<file path="config.mk">
export PLATFORM = sky130hd
export DESIGN_NAME = adaptive_jitter_buffer
export DESIGN_NICKNAME = d
export VERILOG_FILES = /design/src/rtl/ajb_pkg.sv /design/src/rtl/ajb_alu.sv /design/src/rtl/ajb_store.sv /design/src/rtl/ajb_seq.sv /design/src/rtl/adaptive_jitter_buffer.sv
export SDC_FILE = /design/constraint.sdc
export NUM_CORES = 2
export LEC_CHECK = 0
export BUFFER_PORTS_ARGS = -buffer_cell sky130_fd_sc_hd__buf_4
export CORE_ASPECT_RATIO = 1.1
export CORE_MARGIN = 1
export CORE_UTILIZATION = 45
export CTS_BUF_LIST = sky130_fd_sc_hd__clkbuf_16
export CTS_CLUSTER_DIAMETER = 100
export DETAILED_ROUTE_END_ITERATION = 7
export PLACE_DENSITY = 0.63
export SYNTH_ARGS = -nofsm -noshare
export SYNTH_HDL_FRONTEND = slang
export SYNTH_SLANG_ARGS = --single-unit
</file>
<file path="constraint.sdc">
create_clock -name clk -period 13.64 [get_ports clk]
set_clock_uncertainty 0.05 [all_clocks]
set_input_delay 0.682 -clock clk [delete_from_list [all_inputs] [get_ports clk]]
set_output_delay 0.682 -clock clk [all_outputs]
set_load 0.05 [all_outputs]
</file>
<file path="src/rtl/ajb_pkg.sv">
`timescale 1ns / 1ps
// Shared types, constants and state encoding for the adaptive jitter buffer.
package ajb_pkg;

    // Default slot depth of the descriptor store
    localparam int MAX_DEPTH_DEF = 16;

    // Width of the held-entry count, fixed by the queue_count port
    localparam int CNT_W = 5;

    // Configuration register indexes
    localparam logic [1:0] REG_MIN_DELAY = 2'd0;
    localparam logic [1:0] REG_MAX_DELAY = 2'd1;
    localparam logic [1:0] REG_MAX_QUEUE = 2'd2;

    // Configuration reset values
    localparam logic [15:0] MIN_DELAY_RST = 16'd40;
    localparam logic [15:0] MAX_DELAY_RST = 16'd200;
    localparam logic [4:0]  MAX_QUEUE_RST = 5'd8;

    // Target delay arithmetic in 1/65536 ms: loss*20 = loss*16 + loss*4,
    // jitter in 1/16 ms scales by 2*4096 = 8192
    localparam int LOSS_SH_HI = 4;
    localparam int LOSS_SH_LO = 2;
    localparam int JIT_SH     = 13;
    localparam int FRAC_SH    = 16;

    typedef enum logic [1:0] {
        OP_PUSH  = 2'd0,
        OP_POP   = 2'd1,
        OP_STATS = 2'd2,
        OP_FLUSH = 2'd3
    } opcode_t;

    typedef enum logic {
        ALU_ADD,
        ALU_SUB
    } alu_op_t;

    typedef enum logic [3:0] {
        ST_IDLE,
        ST_DROP,
        ST_INS_RD,
        ST_INS_CMP,
        ST_POP_RD,
        ST_POP_AGE,
        ST_POP_CMP,
        ST_ST_MUL,
        ST_ST_JIT,
        ST_ST_MIN,
        ST_ST_HI,
        ST_ST_CLAMP,
        ST_DONE
    } state_t;

    // One stored frame descriptor
    typedef struct packed {
        logic [31:0] frame_id;
        logic [63:0] timestamp;
        logic        keyframe;
        logic [31:0] arrival;
    } entry_t;

    typedef struct packed {
        alu_op_t     op;
        logic [63:0] a;
        logic [63:0] b;
    } alu_req_t;

    typedef struct packed {
        logic [63:0] sum;
        logic        ge;
    } alu_rsp_t;

    // Configuration as seen by the sequencer
    typedef struct packed {
        logic [15:0]      min_delay;
        logic [15:0]      max_delay;
        logic [CNT_W-1:0] cap;
        logic [CNT_W-1:0] half;
        logic             min_load;
        logic [15:0]      min_wdata;
    } cfg_t;

endpackage

</file>
<file path="src/rtl/ajb_alu.sv">
`timescale 1ns / 1ps
// Shared 64-bit add/subtract unit with unsigned greater-or-equal flag.
module ajb_alu
    import ajb_pkg::*;
(
    input  alu_req_t req,
    output alu_rsp_t rsp
);

    logic [63:0] b_op;
    logic [64:0] total;

    // Subtract as a plus inverted b plus one; carry out means a >= b
    assign b_op  = (req.op == ALU_SUB) ? ~req.b : req.b;
    assign total = {1'b0, req.a} + {1'b0, b_op} + {64'd0, (req.op == ALU_SUB)};

    assign rsp.sum = total[63:0];
    assign rsp.ge  = total[64];

endmodule

</file>
<file path="src/rtl/ajb_store.sv">
`timescale 1ns / 1ps
// Descriptor memory: one write port, one read port with registered data.
module ajb_store
    import ajb_pkg::*;
#(
    parameter int MAX_DEPTH = MAX_DEPTH_DEF
)
(
    input  logic                         clk,
    input  logic                         wr_en,
    input  logic [$clog2(MAX_DEPTH)-1:0] wr_addr,
    input  entry_t                       wr_data,
    input  logic                         rd_en,
    input  logic [$clog2(MAX_DEPTH)-1:0] rd_addr,
    output entry_t                       rd_data
);

    entry_t mem [MAX_DEPTH];

    // Write one slot
    always_ff @(posedge clk)
    begin
        if (wr_en)
        begin
            mem[wr_addr] <= wr_data;
        end
    end

    // Read one slot, hold the word until the next read
    always_ff @(posedge clk)
    begin
        if (rd_en)
        begin
            rd_data <= mem[rd_addr];
        end
    end

endmodule

</file>
<file path="src/rtl/ajb_seq.sv">
`timescale 1ns / 1ps
// Sequencer: drives the shared unit and the store through push, pop, stats and flush.
module ajb_seq
    import ajb_pkg::*;
#(
    parameter int MAX_DEPTH = MAX_DEPTH_DEF
)
(
    input  logic                         clk,
    input  logic                         rst_n,
    input  logic                         start,
    input  logic [1:0]                   opcode,
    input  logic [31:0]                  now_ms,
    input  logic [31:0]                  frame_id,
    input  logic [63:0]                  timestamp_us,
    input  logic                         is_keyframe,
    input  logic [15:0]                  jitter_sixteenths,
    input  logic [15:0]                  loss_fraction,
    input  cfg_t                         cfg,
    output logic                         busy,
    output logic                         done,
    output logic                         frame_valid,
    output entry_t                       frame_out,
    output logic                         idr_request,
    output logic [CNT_W-1:0]             queue_count,
    output logic [31:0]                  dropped_total,
    output logic [15:0]                  target_delay_ms,
    output logic                         mem_wr_en,
    output logic [$clog2(MAX_DEPTH)-1:0] mem_wr_addr,
    output entry_t                       mem_wr_data,
    output logic                         mem_rd_en,
    output logic [$clog2(MAX_DEPTH)-1:0] mem_rd_addr,
    input  entry_t                       mem_rd_data,
    output alu_req_t                     alu_req,
    input  alu_rsp_t                     alu_rsp
);

    localparam int AW = $clog2(MAX_DEPTH);
    localparam int SW = ((AW > CNT_W) ? AW : CNT_W) + 1;

    state_t           state_reg, state_next;
    opcode_t          op_in;
    logic [CNT_W-1:0] idx_reg, idx_next;
    logic [CNT_W-1:0] held_reg, held_next;
    logic [AW-1:0]    head_reg, head_next, head_adv;
    logic [31:0]      drops_reg, drops_next;
    logic [15:0]      target_reg, target_next;
    logic             await_reg, await_next;
    entry_t           new_reg, new_next;
    logic [15:0]      jit_reg, jit_next;
    logic [15:0]      loss_reg, loss_next;
    logic [31:0]      acc_reg, acc_next;
    logic [15:0]      hi_reg, hi_next;
    logic [31:0]      age_reg, age_next;
    logic             fv_reg, fv_next;
    entry_t           frm_reg, frm_next;
    logic             idr_reg, idr_next;
    logic             done_reg, done_next;
    logic             full;
    logic             accept;

    // Map a queue position to a physical slot of the ring
    function automatic logic [AW-1:0] phys(input logic [AW-1:0] h, input logic [CNT_W-1:0] off);
        logic [SW-1:0] s;
        s = SW'(h) + SW'(off);
        if (s >= SW'(MAX_DEPTH))
        begin
            s = s - SW'(MAX_DEPTH);
        end
        return s[AW-1:0];
    endfunction

    assign op_in    = opcode_t'(opcode);
    assign accept   = start && (state_reg == ST_IDLE);
    assign full     = (held_reg >= cfg.cap);
    assign head_adv = (head_reg == AW'(MAX_DEPTH - 1)) ? '0 : head_reg + 1'b1;

    // Next state
    always_comb
    begin
        state_next = state_reg;
        case (state_reg)
            ST_IDLE:
            begin
                if (start)
                begin
                    case (op_in)
                        OP_PUSH:  state_next = (await_reg && !is_keyframe) ? ST_DONE : ST_DROP;
                        OP_POP:   state_next = (held_reg == '0) ? ST_DONE : ST_POP_RD;
                        OP_STATS: state_next = ST_ST_MUL;
                        OP_FLUSH: state_next = ST_DONE;
                        default:  state_next = ST_DONE;
                    endcase
                end
            end
            ST_DROP:     state_next = full ? ST_DROP : ST_INS_RD;
            ST_INS_RD:   state_next = (idx_reg == '0) ? ST_DONE : ST_INS_CMP;
            ST_INS_CMP:  state_next = alu_rsp.ge ? ST_INS_RD : ST_DONE;
            ST_POP_RD:   state_next = ST_POP_AGE;
            ST_POP_AGE:  state_next = ST_POP_CMP;
            ST_POP_CMP:  state_next = ST_DONE;
            ST_ST_MUL:   state_next = ST_ST_JIT;
            ST_ST_JIT:   state_next = ST_ST_MIN;
            ST_ST_MIN:   state_next = ST_ST_HI;
            ST_ST_HI:    state_next = ST_ST_CLAMP;
            ST_ST_CLAMP: state_next = ST_DONE;
            ST_DONE:     state_next = ST_IDLE;
            default:     state_next = ST_IDLE;
        endcase
    end

    // Store and shared unit controls
    always_comb
    begin
        mem_wr_en   = 1'b0;
        mem_wr_addr = '0;
        mem_wr_data = new_reg;
        mem_rd_en   = 1'b0;
        mem_rd_addr = '0;
        alu_req.op  = ALU_SUB;
        alu_req.a   = '0;
        alu_req.b   = '0;
        case (state_reg)
            ST_INS_RD:
            begin
                if (idx_reg == '0)
                begin
                    mem_wr_en   = 1'b1;
                    mem_wr_addr = phys(head_reg, '0);
                end
                else
                begin
                    mem_rd_en   = 1'b1;
                    mem_rd_addr = phys(head_reg, idx_reg - 1'b1);
                end
            end
            ST_INS_CMP:
            begin
                // Move the entry up while its timestamp is not below the new one
                alu_req.a   = mem_rd_data.timestamp;
                alu_req.b   = new_reg.timestamp;
                mem_wr_en   = 1'b1;
                mem_wr_addr = phys(head_reg, idx_reg);
                mem_wr_data = alu_rsp.ge ? mem_rd_data : new_reg;
            end
            ST_POP_RD:
            begin
                mem_rd_en   = 1'b1;
                mem_rd_addr = head_reg;
            end
            ST_POP_AGE:
            begin
                alu_req.a = {32'd0, new_reg.arrival};
                alu_req.b = {32'd0, mem_rd_data.arrival};
            end
            ST_POP_CMP:
            begin
                alu_req.a = {32'd0, age_reg};
                alu_req.b = {48'd0, target_reg};
            end
            ST_ST_MUL:
            begin
                alu_req.op = ALU_ADD;
                alu_req.a  = {48'd0, loss_reg} << LOSS_SH_HI;
                alu_req.b  = {48'd0, loss_reg} << LOSS_SH_LO;
            end
            ST_ST_JIT:
            begin
                alu_req.op = ALU_ADD;
                alu_req.a  = {32'd0, acc_reg};
                alu_req.b  = {48'd0, jit_reg} << JIT_SH;
            end
            ST_ST_MIN:
            begin
                alu_req.op = ALU_ADD;
                alu_req.a  = {32'd0, acc_reg} >> FRAC_SH;
                alu_req.b  = {48'd0, cfg.min_delay};
            end
            ST_ST_HI:
            begin
                alu_req.a = {48'd0, cfg.max_delay};
                alu_req.b = {48'd0, cfg.min_delay};
            end
            ST_ST_CLAMP:
            begin
                alu_req.a = {48'd0, hi_reg};
                alu_req.b = {32'd0, acc_reg};
            end
            default:
            begin
                mem_wr_en = 1'b0;
            end
        endcase
    end

    // Working register updates
    always_comb
    begin
        idx_next    = idx_reg;
        held_next   = held_reg;
        head_next   = head_reg;
        drops_next  = drops_reg;
        target_next = target_reg;
        await_next  = await_reg;
        new_next    = new_reg;
        jit_next    = jit_reg;
        loss_next   = loss_reg;
        acc_next    = acc_reg;
        hi_next     = hi_reg;
        age_next    = age_reg;
        fv_next     = fv_reg;
        frm_next    = frm_reg;
        idr_next    = idr_reg;
        done_next   = 1'b0;

        // Writing the lower clamp also loads the target delay
        if (cfg.min_load)
        begin
            target_next = cfg.min_wdata;
        end

        case (state_reg)
            ST_IDLE:
            begin
                if (accept)
                begin
                    new_next.frame_id  = frame_id;
                    new_next.timestamp = timestamp_us;
                    new_next.keyframe  = is_keyframe;
                    new_next.arrival   = now_ms;
                    jit_next           = jitter_sixteenths;
                    loss_next          = loss_fraction;
                    fv_next            = 1'b0;
                    frm_next           = '0;
                    idr_next           = 1'b0;
                    case (op_in)
                        OP_PUSH:
                        begin
                            if (await_reg && !is_keyframe)
                            begin
                                idr_next = 1'b1;
                            end
                            else
                            begin
                                await_next = 1'b0;
                            end
                        end
                        OP_FLUSH:
                        begin
                            held_next  = '0;
                            await_next = 1'b1;
                        end
                        default:
                        begin
                            idr_next = 1'b0;
                        end
                    endcase
                end
            end
            ST_DROP:
            begin
                // Drop the oldest entry while the queue is at capacity
                if (full)
                begin
                    head_next  = head_adv;
                    held_next  = held_reg - 1'b1;
                    drops_next = drops_reg + 32'd1;
                end
                else
                begin
                    idx_next = held_reg;
                end
            end
            ST_INS_RD:
            begin
                if (idx_reg == '0)
                begin
                    held_next = held_reg + 1'b1;
                end
            end
            ST_INS_CMP:
            begin
                if (alu_rsp.ge)
                begin
                    idx_next = idx_reg - 1'b1;
                end
                else
                begin
                    held_next = held_reg + 1'b1;
                end
            end
            ST_POP_AGE:
            begin
                age_next = alu_rsp.sum[31:0];
            end
            ST_POP_CMP:
            begin
                // Release the head once aged or once the queue is half full
                if (alu_rsp.ge || (held_reg >= cfg.half))
                begin
                    fv_next   = 1'b1;
                    frm_next  = mem_rd_data;
                    head_next = head_adv;
                    held_next = held_reg - 1'b1;
                end
            end
            ST_ST_MUL:
            begin
                acc_next = alu_rsp.sum[31:0];
            end
            ST_ST_JIT:
            begin
                acc_next = alu_rsp.sum[31:0];
            end
            ST_ST_MIN:
            begin
                acc_next = alu_rsp.sum[31:0];
            end
            ST_ST_HI:
            begin
                hi_next = alu_rsp.ge ? cfg.max_delay : cfg.min_delay;
            end
            ST_ST_CLAMP:
            begin
                target_next = alu_rsp.ge ? acc_reg[15:0] : hi_reg;
            end
            ST_DONE:
            begin
                done_next = 1'b1;
            end
            default:
            begin
                done_next = 1'b0;
            end
        endcase
    end

    // Control registers
    always_ff @(posedge clk or negedge rst_n)
    begin
        if (!rst_n)
        begin
            state_reg  <= ST_IDLE;
            idx_reg    <= '0;
            held_reg   <= '0;
            head_reg   <= '0;
            drops_reg  <= '0;
            target_reg <= MIN_DELAY_RST;
            await_reg  <= 1'b1;
            fv_reg     <= 1'b0;
            idr_reg    <= 1'b0;
            done_reg   <= 1'b0;
        end
        else
        begin
            state_reg  <= state_next;
            idx_reg    <= idx_next;
            held_reg   <= held_next;
            head_reg   <= head_next;
            drops_reg  <= drops_next;
            target_reg <= target_next;
            await_reg  <= await_next;
            fv_reg     <= fv_next;
            idr_reg    <= idr_next;
            done_reg   <= done_next;
        end
    end

    // Payload registers
    always_ff @(posedge clk)
    begin
        new_reg  <= new_next;
        jit_reg  <= jit_next;
        loss_reg <= loss_next;
        acc_reg  <= acc_next;
        hi_reg   <= hi_next;
        age_reg  <= age_next;
        frm_reg  <= frm_next;
    end

    assign busy            = (state_reg != ST_IDLE);
    assign done            = done_reg;
    assign frame_valid     = fv_reg;
    assign frame_out       = frm_reg;
    assign idr_request     = idr_reg;
    assign queue_count     = held_reg;
    assign dropped_total   = drops_reg;
    assign target_delay_ms = target_reg;

`ifndef SYNTHESIS
    a_held_bound: assert property (@(posedge clk) disable iff (!rst_n)
        32'(held_reg) <= MAX_DEPTH)
        else $error("held count beyond store depth");

    a_result_excl: assert property (@(posedge clk) disable iff (!rst_n)
        done_reg |-> !(fv_reg && idr_reg))
        else $error("frame emitted on a refused push");

    a_accept_busy: assert property (@(posedge clk) disable iff (!rst_n)
        accept |=> (state_reg != ST_IDLE))
        else $error("accepted word left no work");

    a_drop_only: assert property (@(posedge clk) disable iff (!rst_n)
        (drops_reg != $past(drops_reg)) |-> ($past(state_reg) == ST_DROP))
        else $error("drop count moved outside the drop phase");

    a_walk_idx: assert property (@(posedge clk) disable iff (!rst_n)
        (state_reg == ST_INS_CMP) |-> (idx_reg != '0))
        else $error("insertion walk ran below the head");
`endif

endmodule

</file>
<file path="src/rtl/adaptive_jitter_buffer.sv">
`timescale 1ns / 1ps
// Top level of the adaptive jitter buffer: configuration registers, store, unit, sequencer.
//
//  channel   handshake            payload
//  -------   ------------------   ------------------------------------------------
//  command   start / busy         opcode, now_ms, frame_id, timestamp_us,
//                                 is_keyframe, jitter_sixteenths, loss_fraction
//  result    done (one cycle)     frame_valid, out_frame_id, out_timestamp_us,
//                                 out_keyframe, idr_request, queue_count,
//                                 dropped_total, target_delay_ms
//  config    cfg_we               cfg_index, cfg_wdata
//
// A word is taken when start is high and busy low; done pulses for one cycle
// with the result. A push drops the oldest entries while the queue is full,
// then moves entries up, one store access per step, until the new one fits.
// Compares, ages and the target delay are worked out in one shared 64-bit
// add/subtract unit. Reset is asynchronous, active low, and leaves an empty
// queue with the keyframe gate armed. The receiver cannot stall; a new
// command may be accepted in the cycle done is high.
module adaptive_jitter_buffer
    import ajb_pkg::*;
#(
    parameter int MAX_DEPTH = MAX_DEPTH_DEF
)
(
    input  logic        clk,
    input  logic        rst_n,
    input  logic        start,
    output logic        busy,
    output logic        done,
    input  logic        cfg_we,
    input  logic [1:0]  cfg_index,
    input  logic [15:0] cfg_wdata,
    input  logic [1:0]  opcode,
    input  logic [31:0] now_ms,
    input  logic [31:0] frame_id,
    input  logic [63:0] timestamp_us,
    input  logic        is_keyframe,
    input  logic [15:0] jitter_sixteenths,
    input  logic [15:0] loss_fraction,
    output logic        frame_valid,
    output logic [31:0] out_frame_id,
    output logic [63:0] out_timestamp_us,
    output logic        out_keyframe,
    output logic        idr_request,
    output logic [4:0]  queue_count,
    output logic [31:0] dropped_total,
    output logic [15:0] target_delay_ms
);

    localparam int AW = $clog2(MAX_DEPTH);

    localparam logic [CNT_W-1:0] DEPTH_CAP =
        (MAX_DEPTH > 31) ? CNT_W'(31) : CNT_W'(MAX_DEPTH);

    logic [15:0]      min_reg;
    logic [15:0]      max_reg;
    logic [4:0]       mq_reg;
    logic [CNT_W-1:0] cap;
    cfg_t             cfg;

    logic             mem_wr_en;
    logic [AW-1:0]    mem_wr_addr;
    entry_t           mem_wr_data;
    logic             mem_rd_en;
    logic [AW-1:0]    mem_rd_addr;
    entry_t           mem_rd_data;
    alu_req_t         alu_req;
    alu_rsp_t         alu_rsp;
    entry_t           frame_out;

    // Configuration writes; unknown indexes are ignored
    always_ff @(posedge clk or negedge rst_n)
    begin
        if (!rst_n)
        begin
            min_reg <= MIN_DELAY_RST;
            max_reg <= MAX_DELAY_RST;
            mq_reg  <= MAX_QUEUE_RST;
        end
        else if (cfg_we)
        begin
            case (cfg_index)
                REG_MIN_DELAY: min_reg <= cfg_wdata;
                REG_MAX_DELAY: max_reg <= cfg_wdata;
                REG_MAX_QUEUE: mq_reg  <= cfg_wdata[4:0];
                default:       mq_reg  <= mq_reg;
            endcase
        end
    end

    // Clamp the capacity in use to at least one and at most the store depth and 31
    always_comb
    begin
        if (mq_reg == '0)
        begin
            cap = CNT_W'(1);
        end
        else if (mq_reg > DEPTH_CAP)
        begin
            cap = DEPTH_CAP;
        end
        else
        begin
            cap = mq_reg;
        end
    end

    assign cfg.min_delay = min_reg;
    assign cfg.max_delay = max_reg;
    assign cfg.cap       = cap;
    assign cfg.half      = cap >> 1;
    assign cfg.min_load  = cfg_we && (cfg_index == REG_MIN_DELAY);
    assign cfg.min_wdata = cfg_wdata;

    ajb_store #(
        .MAX_DEPTH (MAX_DEPTH)
    ) u_store (
        .clk     (clk),
        .wr_en   (mem_wr_en),
        .wr_addr (mem_wr_addr),
        .wr_data (mem_wr_data),
        .rd_en   (mem_rd_en),
        .rd_addr (mem_rd_addr),
        .rd_data (mem_rd_data)
    );

    ajb_alu u_alu (
        .req (alu_req),
        .rsp (alu_rsp)
    );

    ajb_seq #(
        .MAX_DEPTH (MAX_DEPTH)
    ) u_seq (
        .clk               (clk),
        .rst_n             (rst_n),
        .start             (start),
        .opcode            (opcode),
        .now_ms            (now_ms),
        .frame_id          (frame_id),
        .timestamp_us      (timestamp_us),
        .is_keyframe       (is_keyframe),
        .jitter_sixteenths (jitter_sixteenths),
        .loss_fraction     (loss_fraction),
        .cfg               (cfg),
        .busy              (busy),
        .done              (done),
        .frame_valid       (frame_valid),
        .frame_out         (frame_out),
        .idr_request       (idr_request),
        .queue_count       (queue_count),
        .dropped_total     (dropped_total),
        .target_delay_ms   (target_delay_ms),
        .mem_wr_en         (mem_wr_en),
        .mem_wr_addr       (mem_wr_addr),
        .mem_wr_data       (mem_wr_data),
        .mem_rd_en         (mem_rd_en),
        .mem_rd_addr       (mem_rd_addr),
        .mem_rd_data       (mem_rd_data),
        .alu_req           (alu_req),
        .alu_rsp           (alu_rsp)
    );

    // Emitted frame fields
    assign out_frame_id     = frame_out.frame_id;
    assign out_timestamp_us = frame_out.timestamp;
    assign out_keyframe     = frame_out.keyframe;

endmodule

</file>
==> qor.csv <==
stage,metric,value,unit
run_status,status,finished with violations,
run_status,violations,DRC,
finish,mostFrequentLayoutCells,"2531 x edfxtp_1, 2430 x nand2_1, 559 x nand3_1",
detailed_routing,vias,70810,
global_routing,grt_start_max_net_pins,174,
timing,setup_viol,0,
placed_design,port_buffers,338,
timing,clock.fmax,125.9,MHz
logic_synthesis,syn_nets,8450,
logic_synthesis,synth-main-ff-cell,edfxtp_1,
logic_synthesis,seq_area_frac_synth,72.98,%
placed_design,gp_congestion,0.9734,
power,p_clk_share,27.3,%
timing,hold_violations,0,
detailed_routing,drc,1,
finish,area_delta_synth_final,15.15,%
detailed_routing,drt-total-wl,306.6,mm
finish,drive_gt1_share,11.52,%
clock_network,cts_setup_buffers,0,
logic_synthesis,avgSynthCellArea,13.19,µm²
clock_network,cts_tree,yes,
setup_path,arrival,8.55,ns
logic_synthesis,mappedNetlistArea,107800,µm²
setup_path,path_max_fanout,91,
clock_network,ctsRootBufferMaster,clkbuf_16,
logic_synthesis,async_reset_ff_share,4.056,%
logic_synthesis,ys_types,79,
floorplan,ios,339,
floorplan,die_y,515.4,µm
power,peakVddDrop,206.8,µV
power,swShare,35.86,%
logic_synthesis,synth-compound-area-share,7.265,%
logic_synthesis,synth_edf_count,2531,
setup_path,crit_path_start_kind,register,
power,p_per_area,221.2,nW/µm²
logic_synthesis,synth_adder_area_share,1.049,%
placed_design,dp_slack,5.746,ns
timing,tightest_slew,1.103,ns
clock_network,cts.sinks,2638,
timing,finalCritPeriodShare,58.22,%
clock_network,clkTransAtPathRegs,0.06,ns
global_routing,grt_pass1_wl,446.2,mm
logic_synthesis,synth_top_family_by_area,simple AND/OR/NAND/NOR gates,
logic_synthesis,synthMuxAreaShare,1.365,%
timing,relSlewSlack,26.45,%
global_routing,antenna_found_initial,11,
clock_network,clock_path_buffers,4,
timing,final.setup.tns,0,ns
timing,layout_min_cycle_time,7.941,ns
finish,final_common_cell,edfxtp_1,
logic_synthesis,netlist_instances,8177,
timing,drv_slew,0,
worst_hold_path,hp-class,primary input to register,
finish,fin_nets,8837,
detailed_routing,first_iter_violations,8302,
global_routing,grt_pass1_vias,67690,
run,max_cap_violations,0,
power,p_leak,44.11,nW
placed_design,dp.cells,11230,
power,intPower,17.62,mW
clock_network,clock_latency,0.95,ns
finish,fillers,19590,
floorplan,design.core.area,238300,µm²
logic_synthesis,synthSimpleGateAreaFrac,14.44,%
clock_network,h-tree-depth,5,
floorplan,die_w,468.7,µm
setup_path,path_class,register to register,
power,switchingPower,9.847,mW
setup_path,critPathRequiredTime,14.25,ns
global_routing,overflow,0,
finish,fin_cells,11900,
detailed_routing,ant_nets,0,
detailed_routing,avgRoutedWirePerCell,25.75,µm
floorplan,dieArea,241600,µm²
detailed_routing,vias_per_cell,5.948,
power,combPwrFrac,31.8,%
floorplan,rows,188,
logic_synthesis,synth_seq_cells,2638,
timing,rsz0062_at_grt,no,
clock_network,cts_hold_buf,180,
global_routing,track_usage,24.93,%
detailed_routing,dr.pass1.iters,8,
floorplan,start_util,45.25,%
placed_design,dp_hpwl,159.1,mm
logic_synthesis,synth_xor_xnor_area_share,0.6823,%
finish,largest_register_ffs,2064,
clock_network,cts_buffers,291,
clock_network,cts.repair.resized,0,
timing,fin_ws,5.699,ns
logic_synthesis,synth-warning-count,0,
power,seqPwrFrac,41.0,%
setup_path,endpoint_kind,register,
-- stage by stage --
stage / hold slack (ns) / utilization (%) / cell area (µm²) / total power [mW]
3_3_place_gp: 0.4104 / 47.58 / 113400 / 19.82
2_1_floorplan: 0.3364 / - / 107800 / 17.16
4_1_cts: 0.05936 / 52.10 / 124200 / 27.51
3_5_place_dp: 0.4165 / 47.58 / 113400 / 19.97
6_report: 0.1249 / 52.11 / 124200 / 27.46
5_1_grt: 0.1044 / 52.11 / 124200 / 28.73
-- worst paths after layout --
path                                          from                      end  slack, ns  cells past startpoint
setup reg to reg                u_seq.state_reg[1]     u_store.mem[13][106]       5.70                     17
setup / recovery                u_seq.state_reg[1]     u_store.mem[13][106]       5.70                     17
hold reg to reg            u_seq.dropped_total[31]  u_seq.dropped_total[31]       0.42                      1
min in group asynchronous                    rst_n  u_seq.dropped_total[25]       0.23                      2
hold / removal                           opcode[1]        u_seq.idr_request       0.12                      4
max in group asynchronous                    rst_n              max_reg[10]      11.95                      3
-- area by class of cell --
class / instances / area [µm²] / area share, %
clock buffer: 298 / 7457 / 6.006
tap: 3135 / 3923 / 3.159
antenna: 5 / 12.51 / 0.01008
sequential: 2638 / 78690 / 63.38
timing repair buffer: 636 / 5475 / 4.410
multi-input combinational: 4967 / 26960 / 21.72
inverter: 30 / 120.1 / 0.09674
clock inverter: 195 / 1523 / 1.226
-- Yosys cell counts (all sizes together) (3+ instances only) --
cell type	count	area, µm²
a21oi	245	1237
o21bai	3	22.52
nand3	559	2798
ha	84	1051
inv	30	112.6
nand4	23	143.9
mux2	112	1261
o31ai	3	50.05
nor2b	9	56.30
nor3b	5	37.54
edfxtp	2531	76000
a221oi	7	61.31
nand2	2430	9121
o2111ai	3	32.53
a22oi	60	465.5
and2	133	832.1
fa	4	80.08
a221o	12	120.1
nor4	10	62.56
o21a	7	53.80
a21o	44	330.3
nor2	104	395.4
nand2b	11	68.82
buf	186	944.7
and3	274	1714
clkbuf	356	1338
a31oi	137	857.1
a211oi	14	105.1
a311oi	388	3398
dfrtp	98	2452
o211ai	9	67.56
a222oi	36	360.4
a22o	34	297.8
nor3	26	146.4
mux2i	21	210.2
xor2	27	236.5
dfstp	9	236.5
or3b	3	26.28
nand3b	10	75.07
o21ai	32	163.9
xnor2	57	499.2
and4	3	26.28
-- logic make-up (layout without fill, tap and decap cells) --
kind of cell	after synthesis	in the layout
XOR/XNOR	84	84
other	0	5
adder cells (fa/ha/maj)	88	88
flip-flops	2638	2638
AND/OR/NAND/NOR	3609	3609
AO/OA/AOI/OAI	1053	1053
buffers and inverters	572	1159
multiplexers	133	133
-- power by group through the flow --
stage          registers (mW)  clock network, mW  logic, mW
2_1_floorplan            11.3                  0       5.82
3_3_place_gp             11.4                  0       8.43
3_5_place_dp             11.4                  0       8.59
4_1_cts                  11.2               7.60       8.68
5_1_grt                  11.3               7.91       9.53
6_report                 11.3               7.48       8.73
-- layer usage --
metal  global-route usage, %  vias up  share of wire (%)  routed length (µm)
li1                        -    31110                  -                   -
met1                   35.51    35660                 42              127600
met2                   38.66     3507                 46              140500
met3                   4.678      515                9.6               29580
met4                   7.784        8                2.9                8826
met5                       0        -              0.018                  56
-- critical path, stage by stage, from the launching register on --
cell	delay, ns
dfrtp_1	1.03
nand2_1	0.39
nor3_2	0.86
buf_4	0.81
a22oi_1	0.20
a22o_1	0.25
ha_1	0.35
and3_1	0.25
and2_1	0.20
a211oi_1	0.32
o221ai_1	0.18
a21oi_1	0.28
o31ai_4	0.20
a22oi_2	0.19
buf_4	0.80
buf_4	0.74
nand2_1	0.15
nand2_1	0.38
Note: power is estimated with default switching activity, not from simulation.
